File: config.mk
export PLATFORM = sky130hd
export DESIGN_NAME = motor_telemetry_line_parser
export DESIGN_NICKNAME = d
export VERILOG_FILES = /design/src/rtl/core/mtlp_pkg.sv /design/src/rtl/core/mtlp_parser.sv /design/src/rtl/core/mtlp_result.sv /design/src/rtl/core/motor_telemetry_line_parser.sv
export SDC_FILE = /design/constraint.sdc
export NUM_CORES = 1
export LEC_CHECK = 0
export BUFFER_PORTS_ARGS = -buffer_cell sky130_fd_sc_hd__buf_2
export CAP_MARGIN = 30
export CORE_MARGIN = 2
export CORE_UTILIZATION = 62
export CTS_CLUSTER_SIZE = 24
export DETAILED_ROUTE_END_ITERATION = 7
export PLACE_DENSITY = 0.91
export RECOVER_POWER = 50
export SLEW_MARGIN = 20
export SYNTH_ARGS = -nofsm -noshare
export SYNTH_HDL_FRONTEND = slang
export SYNTH_HIERARCHICAL = 1
export SYNTH_SLANG_ARGS = --single-unit
File: constraint.sdc
create_clock -name clock -period 21.6 [get_ports clock]
set_clock_uncertainty 0.2 [all_clocks]
set_input_delay 2.16 -clock clock [delete_from_list [all_inputs] [get_ports clock]]
set_output_delay 2.16 -clock clock [all_outputs]
set_load 0.01 [all_outputs]
File: src/rtl/core/mtlp_pkg.sv
// ----------------------------------------------------------------------------
// Motor telemetry line parser package
// Character codes, register indexes, parser state types and the
// number-field helpers used by the character stage.
// ----------------------------------------------------------------------------
package mtlp_pkg;

   localparam logic [7:0] CHAR_TAB   = 8'h09;
   localparam logic [7:0] CHAR_NL    = 8'h0A;
   localparam logic [7:0] CHAR_CR    = 8'h0D;
   localparam logic [7:0] CHAR_SPACE = 8'h20;
   localparam logic [7:0] CHAR_PLUS  = 8'h2B;
   localparam logic [7:0] CHAR_MINUS = 8'h2D;
   localparam logic [7:0] CHAR_ZERO  = 8'h30;
   localparam logic [7:0] CHAR_NINE  = 8'h39;
   localparam logic [7:0] CHAR_C     = 8'h43;
   localparam logic [7:0] CHAR_P     = 8'h50;

   localparam int unsigned CSR_IDX_W   = 3;
   localparam int unsigned CSR_DATA_W  = 32;

   localparam logic [CSR_IDX_W-1:0] CSR_LEFT_PORT     = 3'd0;
   localparam logic [CSR_IDX_W-1:0] CSR_RIGHT_PORT    = 3'd1;
   localparam logic [CSR_IDX_W-1:0] CSR_LEFT_REVERSE  = 3'd2;
   localparam logic [CSR_IDX_W-1:0] CSR_RIGHT_REVERSE = 3'd3;
   localparam logic [CSR_IDX_W-1:0] CSR_LEFT_OFFSET   = 3'd4;
   localparam logic [CSR_IDX_W-1:0] CSR_RIGHT_OFFSET  = 3'd5;

   localparam logic [3:0]  PORT_MAX   = 4'd9;
   localparam logic [2:0]  LINE_MIN   = 3'd5;
   localparam logic [2:0]  PREFIX_LEN = 3'd4;
   localparam logic [31:0] MAG_LIMIT  = 32'h8000_0000;

   localparam logic signed [32:0] SPD_LIMIT = 33'sh0_7FFF_FFFF;
   localparam logic signed [33:0] POS_LIMIT = 34'sh0_FFFF_FFFF;

   typedef enum logic [5:0] {
      FP_SEEK1 = 6'b000001,
      FP_AFT1  = 6'b000010,
      FP_SEEK2 = 6'b000100,
      FP_AFT2  = 6'b001000,
      FP_SEEK3 = 6'b010000,
      FP_DONE  = 6'b100000
   } field_type;

   typedef enum logic [3:0] {
      NP_SKIP   = 4'b0001,
      NP_SIGN   = 4'b0010,
      NP_DIGITS = 4'b0100,
      NP_STOP   = 4'b1000
   } nphase_type;

   typedef struct packed {
      nphase_type  phase;
      logic        neg;
      logic [31:0] accum;
      logic        digits;
      logic        ovf;
   } num_type;

   localparam num_type NUM_CLEAR = '{phase: NP_SKIP, neg: 1'b0, accum: 32'd0,
                                     digits: 1'b0, ovf: 1'b0};

   typedef struct packed {
      logic [3:0]         left_port;
      logic [3:0]         right_port;
      logic               left_rev;
      logic               right_rev;
      logic signed [31:0] left_off;
      logic signed [31:0] right_off;
   } cfg_type;

   // one decoded line on its way to the result stage
   typedef struct packed {
      logic               side;
      logic               spd_ok;
      logic signed [32:0] spd;
      logic               pos_ok;
      logic signed [33:0] pos;
      logic signed [31:0] off;
   } dec_type;

   function automatic num_type num_feed(num_type cur, logic [7:0] c);
      num_type     nx;
      logic        digit;
      logic        ws;
      logic        idle;
      logic [35:0] v;
      nx    = cur;
      digit = (c >= CHAR_ZERO) && (c <= CHAR_NINE);
      ws    = (c == CHAR_SPACE) || ((c >= CHAR_TAB) && (c <= CHAR_CR));
      idle  = ((cur.phase == NP_SKIP) && ws) || (cur.phase == NP_STOP);
      v     = {1'b0, cur.accum, 3'b000} + {3'b000, cur.accum, 1'b0} + {32'd0, c[3:0]};
      if (!idle) begin
         if ((cur.phase == NP_SKIP) && ((c == CHAR_PLUS) || (c == CHAR_MINUS))) begin
            nx.neg   = (c == CHAR_MINUS);
            nx.phase = NP_SIGN;
         end else if (!digit) begin
            nx.phase = NP_STOP;
         end else begin
            nx.phase  = NP_DIGITS;
            nx.digits = 1'b1;
            if (!cur.ovf) begin
               if (v > {4'd0, MAG_LIMIT}) begin
                  nx.ovf = 1'b1;
               end else begin
                  nx.accum = v[31:0];
               end
            end
         end
      end
      return nx;
   endfunction

   // field holds digits and fits a signed 32-bit value
   function automatic logic num_ok(num_type n);
      return n.digits && !n.ovf && (n.neg || (n.accum != MAG_LIMIT));
   endfunction

   function automatic logic prefix_match(logic [31:0] prefix, logic [3:0] port);
      return (port <= PORT_MAX) &&
             (prefix == {CHAR_P, CHAR_ZERO + {4'd0, port}, CHAR_C, CHAR_ZERO});
   endfunction

endpackage

File: src/rtl/core/mtlp_parser.sv
// ----------------------------------------------------------------------------
// Motor telemetry line parser - character stage
// Registers each received character, walks the line state (prefix, field
// delimiters, number fields) and at its newline hands on a complete line for a configured port, decoded.
// ----------------------------------------------------------------------------
module mtlp_parser
   import mtlp_pkg::*;
(
   input  logic       clock,
   input  logic       reset,
   input  logic       req_valid,
   input  logic [7:0] req_rx_char,
   output logic       req_stall,
   input  cfg_type    cfg,
   output logic       dec_valid,
   output dec_type    dec,
   input  logic       dec_take
);

   logic              in_vld_ff, in_vld_in;
   logic [7:0]        char_ff, char_in;
   logic [2:0]        line_cnt_ff, line_cnt_in;
   logic [31:0]       prefix_ff, prefix_in;
   field_type         field_ff, field_in;
   num_type           num_ff, num_in;
   logic signed [31:0] held_spd_ff, held_spd_in;
   logic              held_ok_ff, held_ok_in;
   logic              dec_vld_ff, dec_vld_in;
   dec_type           dec_ff, dec_in;

   logic              go;
   logic              accept;
   logic              emit;
   logic              lmatch, rmatch;
   logic              rev;
   logic              pos_ok;
   logic              flip;
   logic signed [33:0] pos_mag;
   logic signed [32:0] held_ext;
   logic signed [31:0] cur_signed;
   num_type           feed;

   assign go        = in_vld_ff && (!dec_vld_ff || dec_take);
   assign req_stall = in_vld_ff && !go;
   assign accept    = req_valid && !req_stall;

   assign feed       = num_feed(num_ff, char_ff);
   assign lmatch     = prefix_match(prefix_ff, cfg.left_port);
   assign rmatch     = prefix_match(prefix_ff, cfg.right_port);
   assign emit       = (line_cnt_ff == LINE_MIN) && (field_ff == FP_DONE) && (lmatch || rmatch);
   assign rev        = lmatch ? cfg.left_rev : cfg.right_rev;
   assign pos_ok     = num_ok(num_ff);
   assign flip       = num_ff.neg ^ rev;
   assign pos_mag    = $signed({2'b00, num_ff.accum});
   assign held_ext   = {held_spd_ff[31], held_spd_ff};
   assign cur_signed = num_ff.neg ? (32'd0 - num_ff.accum) : num_ff.accum;

   always_comb begin
      in_vld_in   = in_vld_ff;
      char_in     = char_ff;
      line_cnt_in = line_cnt_ff;
      prefix_in   = prefix_ff;
      field_in    = field_ff;
      num_in      = num_ff;
      held_spd_in = held_spd_ff;
      held_ok_in  = held_ok_ff;
      dec_vld_in  = dec_vld_ff && !dec_take;
      dec_in      = dec_ff;

      if (accept) begin
         in_vld_in = 1'b1;
         char_in   = req_rx_char;
      end else if (go) begin
         in_vld_in = 1'b0;
      end

      if (go) begin
         if (char_ff == CHAR_NL) begin
            if (emit) begin
               dec_vld_in    = 1'b1;
               dec_in.side   = !lmatch;
               dec_in.spd_ok = held_ok_ff;
               dec_in.spd    = rev ? (33'sd0 - held_ext) : held_ext;
               dec_in.pos_ok = pos_ok;
               dec_in.pos    = !pos_ok ? 34'sd0 : (flip ? (34'sd0 - pos_mag) : pos_mag);
               dec_in.off    = lmatch ? cfg.left_off : cfg.right_off;
            end
            // drop the line state at every newline
            line_cnt_in = 3'd0;
            prefix_in   = 32'd0;
            field_in    = FP_SEEK1;
            num_in      = NUM_CLEAR;
            held_spd_in = 32'sd0;
            held_ok_in  = 1'b0;
         end else begin
            if (line_cnt_ff < PREFIX_LEN) begin
               prefix_in = {prefix_ff[23:0], char_ff};
            end
            if (line_cnt_ff < LINE_MIN) begin
               line_cnt_in = line_cnt_ff + 3'd1;
            end
            case (field_ff)
               FP_SEEK1: begin
                  if (char_ff == CHAR_SPACE) begin
                     field_in = FP_AFT1;
                  end
               end
               FP_AFT1: begin
                  num_in   = feed;
                  field_in = FP_SEEK2;
               end
               FP_SEEK2: begin
                  if (char_ff == CHAR_SPACE) begin
                     // hold the finished speed field, restart the number
                     held_ok_in  = pos_ok;
                     held_spd_in = pos_ok ? cur_signed : 32'sd0;
                     num_in      = NUM_CLEAR;
                     field_in    = FP_AFT2;
                  end else begin
                     num_in = feed;
                  end
               end
               FP_AFT2: begin
                  num_in   = feed;
                  field_in = FP_SEEK3;
               end
               FP_SEEK3: begin
                  if (char_ff == CHAR_SPACE) begin
                     field_in = FP_DONE;
                  end else begin
                     num_in = feed;
                  end
               end
               FP_DONE: begin
                  field_in = FP_DONE;
               end
               default: begin
                  field_in = FP_SEEK1;
               end
            endcase
         end
      end
   end

   always_ff @(posedge clock) begin
      if (reset) begin
         in_vld_ff   <= 1'b0;
         line_cnt_ff <= 3'd0;
         prefix_ff   <= 32'd0;
         field_ff    <= FP_SEEK1;
         num_ff      <= NUM_CLEAR;
         held_spd_ff <= 32'sd0;
         held_ok_ff  <= 1'b0;
         dec_vld_ff  <= 1'b0;
      end else begin
         in_vld_ff   <= in_vld_in;
         line_cnt_ff <= line_cnt_in;
         prefix_ff   <= prefix_in;
         field_ff    <= field_in;
         num_ff      <= num_in;
         held_spd_ff <= held_spd_in;
         held_ok_ff  <= held_ok_in;
         dec_vld_ff  <= dec_vld_in;
      end
   end

   always_ff @(posedge clock) begin
      char_ff <= char_in;
      dec_ff  <= dec_in;
   end

   assign dec_valid = dec_vld_ff;
   assign dec       = dec_ff;

endmodule

File: src/rtl/core/mtlp_result.sv
// ----------------------------------------------------------------------------
// Motor telemetry line parser - result stage
// Applies the position offset, saturates speed and position and holds the
// result beat until the consumer takes it.
// ----------------------------------------------------------------------------
module mtlp_result
   import mtlp_pkg::*;
(
   input  logic               clock,
   input  logic               reset,
   input  logic               dec_valid,
   input  dec_type            dec,
   output logic               dec_take,
   output logic               rsp_valid,
   input  logic               rsp_stall,
   output logic               rsp_side,
   output logic signed [31:0] rsp_speed,
   output logic               rsp_speed_ok,
   output logic signed [32:0] rsp_position,
   output logic               rsp_position_ok
);

   logic               vld_ff, vld_in;
   logic               side_ff;
   logic signed [31:0] spd_ff, spd_in;
   logic               spd_ok_ff;
   logic signed [32:0] pos_ff, pos_in;
   logic               pos_ok_ff;

   logic signed [33:0] pos_diff;
   logic signed [33:0] off_ext;

   assign dec_take = dec_valid && (!vld_ff || !rsp_stall);
   assign off_ext  = {{2{dec.off[31]}}, dec.off};
   assign pos_diff = dec.pos - off_ext;

   always_comb begin
      vld_in = dec_take || (vld_ff && rsp_stall);

      if (dec.spd > SPD_LIMIT) begin
         spd_in = SPD_LIMIT[31:0];
      end else if (dec.spd < -SPD_LIMIT) begin
         spd_in = -SPD_LIMIT[31:0];
      end else begin
         spd_in = dec.spd[31:0];
      end

      // an invalid position reads as zero, offset not applied
      if (!dec.pos_ok) begin
         pos_in = 33'sd0;
      end else if (pos_diff > POS_LIMIT) begin
         pos_in = POS_LIMIT[32:0];
      end else if (pos_diff < -POS_LIMIT) begin
         pos_in = -POS_LIMIT[32:0];
      end else begin
         pos_in = pos_diff[32:0];
      end
   end

   always_ff @(posedge clock) begin
      if (reset) begin
         vld_ff <= 1'b0;
      end else begin
         vld_ff <= vld_in;
      end
   end

   always_ff @(posedge clock) begin
      if (dec_take) begin
         side_ff   <= dec.side;
         spd_ff    <= spd_in;
         spd_ok_ff <= dec.spd_ok;
         pos_ff    <= pos_in;
         pos_ok_ff <= dec.pos_ok;
      end
   end

   assign rsp_valid       = vld_ff;
   assign rsp_side        = side_ff;
   assign rsp_speed       = spd_ff;
   assign rsp_speed_ok    = spd_ok_ff;
   assign rsp_position    = pos_ff;
   assign rsp_position_ok = pos_ok_ff;

endmodule

File: src/rtl/core/motor_telemetry_line_parser.sv
// ----------------------------------------------------------------------------
// Motor telemetry line parser
// Decodes wheel telemetry lines from a character stream into side, speed and
// position results, with per-side reversal and position offset.
// ----------------------------------------------------------------------------
// Throughput: one character per cycle, sustained while rsp_stall is low.
// Path: an accepted newline beat passes the character register, the decode
//   register and the result register on its way to the result beat.
// Reset: synchronous, active high; clears the line state, all valid flags
//   and the registers to left_port 1, right_port 0, no reversal, zero offsets.
// ----------------------------------------------------------------------------
module motor_telemetry_line_parser
   import mtlp_pkg::*;
(
   input  logic                  clock,
   input  logic                  reset,
   input  logic                  req_valid,
   output logic                  req_stall,
   input  logic [7:0]            req_rx_char,
   output logic                  rsp_valid,
   input  logic                  rsp_stall,
   output logic                  rsp_side,
   output logic signed [31:0]    rsp_speed,
   output logic                  rsp_speed_ok,
   output logic signed [32:0]    rsp_position,
   output logic                  rsp_position_ok,
   input  logic                  csr_wr_en,
   input  logic [CSR_IDX_W-1:0]  csr_index,
   input  logic [CSR_DATA_W-1:0] csr_wdata
);

   cfg_type cfg_ff, cfg_in;
   logic    dec_valid;
   dec_type dec;
   logic    dec_take;

   always_comb begin
      cfg_in = cfg_ff;
      if (csr_wr_en) begin
         case (csr_index)
            CSR_LEFT_PORT:     cfg_in.left_port  = csr_wdata[3:0];
            CSR_RIGHT_PORT:    cfg_in.right_port = csr_wdata[3:0];
            CSR_LEFT_REVERSE:  cfg_in.left_rev   = csr_wdata[0];
            CSR_RIGHT_REVERSE: cfg_in.right_rev  = csr_wdata[0];
            CSR_LEFT_OFFSET:   cfg_in.left_off   = $signed(csr_wdata[31:0]);
            CSR_RIGHT_OFFSET:  cfg_in.right_off  = $signed(csr_wdata[31:0]);
            default:           cfg_in = cfg_ff;
         endcase
      end
   end

   always_ff @(posedge clock) begin
      if (reset) begin
         cfg_ff.left_port  <= 4'd1;
         cfg_ff.right_port <= 4'd0;
         cfg_ff.left_rev   <= 1'b0;
         cfg_ff.right_rev  <= 1'b0;
         cfg_ff.left_off   <= 32'sd0;
         cfg_ff.right_off  <= 32'sd0;
      end else begin
         cfg_ff <= cfg_in;
      end
   end

   mtlp_parser u_parser (
      .clock       (clock),
      .reset       (reset),
      .req_valid   (req_valid),
      .req_rx_char (req_rx_char),
      .req_stall   (req_stall),
      .cfg         (cfg_ff),
      .dec_valid   (dec_valid),
      .dec         (dec),
      .dec_take    (dec_take)
   );

   mtlp_result u_result (
      .clock           (clock),
      .reset           (reset),
      .dec_valid       (dec_valid),
      .dec             (dec),
      .dec_take        (dec_take),
      .rsp_valid       (rsp_valid),
      .rsp_stall       (rsp_stall),
      .rsp_side        (rsp_side),
      .rsp_speed       (rsp_speed),
      .rsp_speed_ok    (rsp_speed_ok),
      .rsp_position    (rsp_position),
      .rsp_position_ok (rsp_position_ok)
   );

endmodule

# == After elaboration in Yosys (flattened, before gate mapping) ==
# Index checks and enable logic that the tools add are counted.
# classes
add_sub_neg,9
multipliers,0
div,0
n_lt_le_gt_ge,13
eq_ne,25
shifts,0
n_mux,43
bitwise,2
n_reduce_logical,55
# op_table
cell,n
$mux W32,13
$mux W39,4
$pmux W39 S3,1
$mux W34,2
$mux W33,2
$sub A1 B32 Y33 const A,2
$eq A32 B31 Y1,2
$add A35 B33 Y36,1
$add A36 B4 Y36,1
$gt A36 B32 Y1 const B,1
$pmux W6 S6,1
$gt A34 B33 Y1 const B,1
$lt A34 B33 Y1 const B,1
$sub A33 B32 Y34,1
$gt A33 B32 Y1 const B,1
$lt A33 B32 Y1 const B,1
$ne A32 B32 Y1 const B,1
$sub A1 B32 Y32 const A,1
$eq A8 B6 Y1 const B,3
$mux W6,4
$reduce_and A2 Y1,9
$logic_and A1 B1 Y1,16
$add A6 B4 Y7 const A,2
$mux W1,12
other kinds (33),64
# word_totals
register_bits,367
latch_bits,0
ramBits,0
romBits,0
inputBits,48
out_inout_bits,70
wordCells,181
n_memories,0

# == Depth between registers and ports, before layout ==
# Gate-level depths: netlist of run 1.
# depth
word_depth,11
depth_mapped,15
ltp_nobuf,14

# == Modules after synthesis ==
# Netlist of run 1, hierarchy kept.
# by_module_without_submodules
module,instances,cells_per_inst,area_each_um2,seq_area_each_um2
mtlp_parser,1,1333,12675.9,5575.3
mtlp_result,1,554,5123.7,2062.0
motor_telemetry_line_parser,1,284,3080.5,1481.4

# == Worst setup path after synthesis of run 1 ==
# OpenSTA, ideal clock, no wires.
# synth_timing
path_type,input to register
start,in rsp_stall
end,"reg u_parser.dec_ff, in the netlist u_parser/dec[0] (enable)"
setup_ns,0.687
arrival_time_ns,15.118
required_ns,20.713
slack_ns,5.596
stages,7
n_path_buf,1
path_cell_list,a21boi_0 -> nor2b_1 -> nand2b_1 -> clkbuf_1 -> nor2b_1 -> nand2_1 -> nor3_1
# synth_via
elab_chain_cells,6
# synth_rtl
item,line,rtl
start: declaration,motor_telemetry_line_parser.sv:21,"input logic rsp_stall,"
$logic_not A1 Y1,mtlp_result.sv:33,assign dec_take = dec_valid && (!vld_ff || !rsp_stall);
$logic_or A1 B1 Y1,mtlp_result.sv:33,
$logic_and A1 B1 Y1,mtlp_result.sv:33,
$logic_or A1 B1 Y1,mtlp_parser.sv:43,assign go = in_vld_ff && (!dec_vld_ff || dec_take);
$logic_and A1 B1 Y1,mtlp_parser.sv:43,
$reduce_and A3 Y1 (no source line),-,
end signal: assignment,mtlp_parser.sv:169,dec_ff <= dec_in;
end: declaration,mtlp_parser.sv:29,"dec_type dec_ff, dec_in;"
# No other way between the ends.
# A chain may end at the register's enable or synchronous reset.

# == Final worst setup path of run 1 ==
# layout_timing
start,in rsp_stall
end,out req_stall
# layout_via
elab_chain_cells,7
# layout_rtl
item,line,rtl
$logic_not A1 Y1,mtlp_result.sv:33,
$logic_or A1 B1 Y1,mtlp_result.sv:33,
$logic_and A1 B1 Y1,mtlp_result.sv:33,
named net dec_take,motor_telemetry_line_parser.sv:35,logic dec_take;
$logic_or A1 B1 Y1,mtlp_parser.sv:43,
$logic_and A1 B1 Y1,mtlp_parser.sv:43,
$logic_not A1 Y1,mtlp_parser.sv:44,assign req_stall = in_vld_ff && !go;
$logic_and A1 B1 Y1,mtlp_parser.sv:44,
end: declaration,motor_telemetry_line_parser.sv:18,"output logic req_stall,"
# The timed path passes the listed nets, and every way through them passes these cells.

==> flow_summary_export.csv, run 1 <==
group,metric,value,unit
outcome,status,"finished with violations",
outcome,violations,"capacitance limit, slew limit",
synthesis,syn_avg_cell_area,9.62,sq um
synthesis,synthesis.nets,2322,
worst_setup_path,cp_slowest_cell,"clkbuf_1",
sta,max_freq,121,MHz
grt,grt_pass1_wl,83600,um
grt,grt_max_degree,126,
final_layout,multi_input_area,0.0110,sq mm
synthesis,synthCells,2171,
floorplan,die_w,188,um
drt,ant_nets,0,
drt,routed_wl,52100,um
final_layout,fin_area,0.0227,sq mm
final_layout,diodes,0,
synthesis,synth-edff-count,177,
final_layout,layout_common_cells,"nand2_1, dfxtp_1, nor2_1",
power_and_ir_drop,p_leak,9.06,nW
synthesis,synth.distinct_cells,93,
worst_setup_path,critical_path.most_common_cell,"buf_2",
floorplan,ios,118,
worst_setup_path,end_kind,"output port",
power_and_ir_drop,max-vdd-ir-drop,0.0000645,V
worst_setup_path,cp.arrival,5.92,ns
synthesis,ys_warn_count,6,
sta,holdWs,0.226,ns
drt,detail_route.wl_per_cell,19.3,um
final_layout,fillers,2507,
drt,drc,0,
placement,portBuffers,117,
placement,place_ws,15.48,ns
clocking,cts_buffers,37,
clocking,postCtsHoldBufs,0,
worst_setup_path,critPathMaxFanout,69,
final_layout,area.sequential,0.00912,sq mm
floorplan,dieArea,0.0352,sq mm
synthesis,synthesis.area,0.0209,sq mm
worst_setup_path,r2r_slack,15.08,ns
final_layout,fin_nets,2372,
clocking,clk_path_buf_depth,3,
clocking,cts_resized,0,
worst_setup_path,cp-start-kind,"primary input",
floorplan,die_h,188,um
drt,drt-pass1-iter-count,8,
sta,finalSetupViolations,0,
final_layout,drive_gt1_frac,0.0738,
clocking,root_buffer,"clkbuf_16",
drt,drt_iter0_markers,1815,
worst_setup_path,cpPeakStageDelay,2.55,ns
clocking,cts_setup_buffers,0,
sta,rsz0062_at_grt,"no",
sta,setup_slack,13.32,ns
synthesis,yosysSeqAreaShare,0.437,
clocking,cts_htree_levels,2,
sta,period_share,0.383,
worst_hold_path,min_path_type,"reg -> reg",
grt,groute.usage.overall,0.290,
worst_setup_path,required,19.24,ns
placement,globalplace.congestion,0.949,
final_layout,final_common_cell,"nand2_1",
synthesis,ys_async_sr_fraction,0,
final_layout,area_delta_synth_final,8.92,%
placement,dpl_cell_area,0.0217,sq mm
sta,slew_headroom,-1.54,
clocking,clkLatencyLatePin,0.53,ns
final_layout,utilization,0.682,
drt,num_vias,17030,
grt,grt_overflow,0,
run,maxCapViolations,5,
sta,worstMarginPinSlew,3.81,ns
worst_setup_path,path_class,"in -> out",
clocking,cts_tree,"yes",
clocking,clkSinkCount,367,
placement,post-dp-hpwl,37600,um
sta,final-hold-violation-count,0,
sta,fin_setup_tns,0,ns
synthesis,ys_ff_latch,367,
worst_setup_path,crit_chain,"buf_2 > a21boi_0 > clkbuf_1 > nor2b_1 > and2_0 > buf_2",
clocking,path_clk_slew,0.06,ns
grt,first_global_vias,16261,
power_and_ir_drop,powerDensity,62.1,mW/mm^2
floorplan,placementRows,67,
floorplan,start_util,0.626,
floorplan,core_area,0.0334,sq mm
grt,antenna_found_initial,0,
sta,min_period,8.28,ns
drt,viasPerCell,6.31,
synthesis,synth_ff_type,"dfxtp_1",
sta,drv_slew,313,
==> per-layer routing <==
| metal | share of wire | GRT usage | wire length [um] | vias up |
|---|---|---|---|---|
| li1 | - | - | - | 8016 |
| met1 | 0.41 | 0.379 | 21500 | 8121 |
| met2 | 0.48 | 0.500 | 25200 | 763 |
| met3 | 0.070 | 0.0320 | 3640 | 130 |
| met4 | 0.033 | 0.105 | 1740 | 0 |
| met5 | 0 | 0 | 0 | - |
==> synthesized netlist by cell type (all sizes together), types with 15 or more instances <==
| master | instances | area (sq um) |
|---|---|---|
| nor4 | 23 | 150 |
| mux2i | 85 | 851 |
| edfxtp | 177 | 5320 |
| nand2 | 193 | 724 |
| ha | 100 | 1250 |
| and2 | 15 | 93.8 |
| nand4 | 27 | 169 |
| o31ai | 21 | 158 |
| nand2b | 118 | 738 |
| a22oi | 44 | 330 |
| or3 | 29 | 181 |
| a21oi | 132 | 668 |
| buf | 32 | 195 |
| clkbuf | 92 | 347 |
| nor3 | 43 | 220 |
| nor2 | 183 | 689 |
| xnor2 | 82 | 718 |
| xor2 | 52 | 455 |
| inv | 61 | 229 |
| o21ai | 115 | 576 |
| a21o | 46 | 345 |
| nand3 | 33 | 170 |
| dfxtp | 190 | 3800 |
| a22o | 22 | 193 |
| mux2 | 34 | 383 |
==> flip-flops by register name, indices dropped and copies added (netlist names) <==
name,cells
u_result/rsp_speed_ok,1
u_result/rsp_valid,1
u_result/rsp_position,33
u_parser/held_ok_ff,1
u_parser/num_ff,39
u_parser/dec,101
u_result/rsp_position_ok,1
u_parser/in_vld_ff,1
u_parser/char_ff,8
u_parser/line_cnt_ff,3
u_parser/field_ff,6
u_parser/prefix_ff,32
u_result/rsp_speed,32
u_parser/held_spd_ff,32
u_result/rsp_side,1
u_parser/dec_valid,1
cfg_ff,74
==> final cells by class <==
class,instances,share of cell area
Tap cell,448,0.0246
Multi-Input combinational cell,1619,0.483
Clock buffer,60,0.0503
Inverter,61,0.0101
Timing Repair Buffer,135,0.0272
Clock inverter,7,0.00341
Sequential cell,367,0.401
==> final timing paths <==
check,start,endpoint,depth (start not counted)
min reg2reg,u_parser/dec[101],u_result/rsp_side,0
max,rsp_stall,req_stall,6
max reg2reg,u_parser/dec_valid,u_parser/dec[85],9
min,u_parser/dec[101],u_result/rsp_side,0
==> through the flow <==
stage	power (mW)	cells
after floorplan	0.773	2171
after global placement	0.783	2627
after detailed placement	0.786	2629
after CTS	1.42	2696
after global routing	1.45	2697
final	1.41	2697
==> where the power goes <==
part           leakage (nW)  switching (mW)  internal (mW)
Combinational          5.15          0.0211         0.0164
Sequential             3.32         0.00564          0.729
Clock                 0.597           0.264          0.376
==> kinds of logic (layout without fill, tap and decap cells) <==
logic type | count (synthesis) | in the layout | synth area share
compound gates | 513 | 513 | 0.165
xor+xnor | 134 | 134 | 0.0562
fa+ha+maj | 103 | 103 | 0.0628
buf+inv | 185 | 263 | 0.0369
flops | 367 | 367 | 0.437
mux | 119 | 119 | 0.0591
simple gates | 750 | 750 | 0.183
==> critical path, delay by kind of cell <==
kind / cells / cell delay, ns
AND/OR/NAND/NOR: 2 / 0.77
buffers and inverters: 3 / 2.81
AO/OA/AOI/OAI: 1 / 0.17
No activity file was read; power rests on OpenSTA's default activity.
==> run 2: changes to the inputs <==
Settings changed: CORE_UTILIZATION 62 to 56, PLACE_DENSITY 0.91 to 0.87.
Clock period 21.6 ns to 6.7 ns, I/O delays scaled along.
==> flow_summary_export.csv, run 2 (synthesis results as in run 1) <==
group,metric,value,unit
outcome,status,"finished with violations",
outcome,violations,"capacitance limit, slew limit",
power_and_ir_drop,max-vdd-ir-drop,0.000174,V
final_layout,drive_gt1_frac,0.0809,
final_layout,area_delta_synth_final,9.53,%
power_and_ir_drop,powerDensity,203,mW/mm^2
clocking,cts_htree_levels,2,
sta,fin_setup_tns,0,ns
drt,detail_route.wl_per_cell,19.2,um
clocking,clkLatencyLatePin,0.55,ns
worst_setup_path,cp-start-kind,"register",
placement,portBuffers,117,
floorplan,dieArea,0.0388,sq mm
worst_hold_path,hp-start,"req_rx_char[7]",
drt,drt-pass1-iter-count,8,
final_layout,layout_common_cells,"nand2_1, dfxtp_1, nor2_1",
worst_setup_path,required,6.83,ns
drt,drc,0,
drt,num_vias,16732,
sta,slew_headroom,-1.51,
clocking,postCtsHoldBufs,0,
placement,post-dp-hpwl,38400,um
drt,ant_nets,0,
drt,viasPerCell,6.15,
clocking,path_clk_slew,0.06,ns
sta,rsz0062_at_grt,"no",
worst_setup_path,cp.arrival,5.54,ns
drt,drt_iter0_markers,1524,
drt,routed_wl,52300,um
grt,first_global_vias,15770,
final_layout,diodes,0,
clocking,clkSinkCount,367,
placement,globalplace.congestion,0.971,
worst_hold_path,hold_end,"u_parser/char_ff[7]",
worst_setup_path,r2r_slack,1.30,ns
worst_setup_path,reg2reg_depth,9,
clocking,root_buffer,"clkbuf_16",
grt,groute.usage.overall,0.265,
sta,finalSetupViolations,0,
floorplan,start_util,0.569,
floorplan,placementRows,70,
clocking,cts_setup_buffers,0,
sta,drv_slew,313,
sta,min_period,5.40,ns
power_and_ir_drop,p_leak,8.89,nW
run,maxCapViolations,5,
grt,grt_overflow,0,
sta,final-hold-violation-count,0,
worst_setup_path,end_kind,"register",
worst_setup_path,r2r_end,"u_parser/dec[46]",
clocking,cts_resized,0,
worst_hold_path,min_path_type,"in -> reg",
final_layout,largest_reg_flops,101,
floorplan,ios,118,
power_and_ir_drop,p_total,4.65,mW
grt,antenna_found_initial,0,
final_layout,final_common_cell,"nand2_1",
final_layout,fillers,2905,
worst_setup_path,path_class,"reg -> reg",
sta,max_freq,185,MHz
final_layout,fin_nets,2373,
clocking,cts_buffers,38,
grt,grt_pass1_wl,82800,um
worst_setup_path,critPathMaxFanout,35,
worst_setup_path,reg2reg_from,"u_parser/prefix_ff[13]",
clocking,clk_path_buf_depth,3,
sta,period_share,0.807,
floorplan,core_area,0.0367,sq mm
floorplan,die_h,197,um
sta,worstMarginPinSlew,3.77,ns
grt,grt_max_degree,108,
worst_hold_path,hold_depth,1,
floorplan,die_w,197,um
clocking,cts_tree,"yes",
sta,holdWs,0.0970,ns
## run 2: cell count changes in the layout (fill, tap and decap cells not counted), sizes merged
cell and change:
clkinvlp +2, clkbuf -7, bufinv +2, inv +3
clkinv +3, buf -1
## run 2: through the flow
stage | util | setup WS, ns | cell area, sq um | instances
global placement | 0.590 | 1.89 | 21700 | 2647
detailed placement | 0.591 | 1.71 | 21700 | 2649
global route | 0.623 | 0.930 | 22900 | 2719
CTS | 0.626 | 1.63 | 23000 | 2718
floorplan | - | 0.0306 | 20900 | 2171
finish | 0.623 | 1.30 | 22900 | 2719
## run 2: worst max path at each step
| stage | start | end | slack, ns | cells past startpoint |
|---|---|---|---|---|
| final | u_parser/prefix_ff[13] | u_parser/dec[46] | 1.30 | 9 |
| after global routing | u_parser/prefix_ff[22] | u_parser/dec[46] | 0.93 | 9 |
| after CTS | u_parser/char_ff[3] | u_parser/num_ff[21] | 1.63 | 13 |
| after detailed placement | u_parser/char_ff[3] | u_parser/num_ff[9] | 1.71 | 13 |
| after global placement | u_parser/char_ff[3] | u_parser/num_ff[7] | 1.89 | 13 |
| after floorplan | rsp_stall | u_parser/dec[0] | 0.03 | 7 |
## run 2: critical path: stages (launching register included)
cell and delay (ns):
dfxtp_1 0.32, nor4b_1 0.37, nand4_1 0.15, nor4_1 0.52, and2_0 0.19, clkbuf_1 1.53
mux2_2 0.66, xnor2_1 0.75, o21ai_0 0.20, a21oi_1 0.27
## run 2: final cells by class
cell class,instances,area (sq um),share of cell area
Clock inverter,17,195,0.00853
Sequential cell,367,9120,0.399
Timing Repair Buffer,135,623,0.0272
Clock buffer,52,1100,0.0479
Tap cell,468,586,0.0256
Multi-Input combinational cell,1619,11000,0.482
Inverter,61,229,0.0100
## run 2: where the power goes
part	internal, mW	total, mW	switching [mW]	leakage (nW)
Sequential	2.35	2.37	0.0168	3.12
Combinational	0.0524	0.121	0.0688	5.14
Clock	1.28	2.16	0.883	0.629
## run 2: layer usage
| metal | global-route usage | part of all wire | routed length [um] |
|---|---|---|---|
| met5 | 0 | 0 | 0 |
| met4 | 0.0902 | 0.034 | 1800 |
| met3 | 0.0311 | 0.054 | 2810 |
| met2 | 0.451 | 0.47 | 24800 |
| met1 | 0.353 | 0.44 | 22900 |
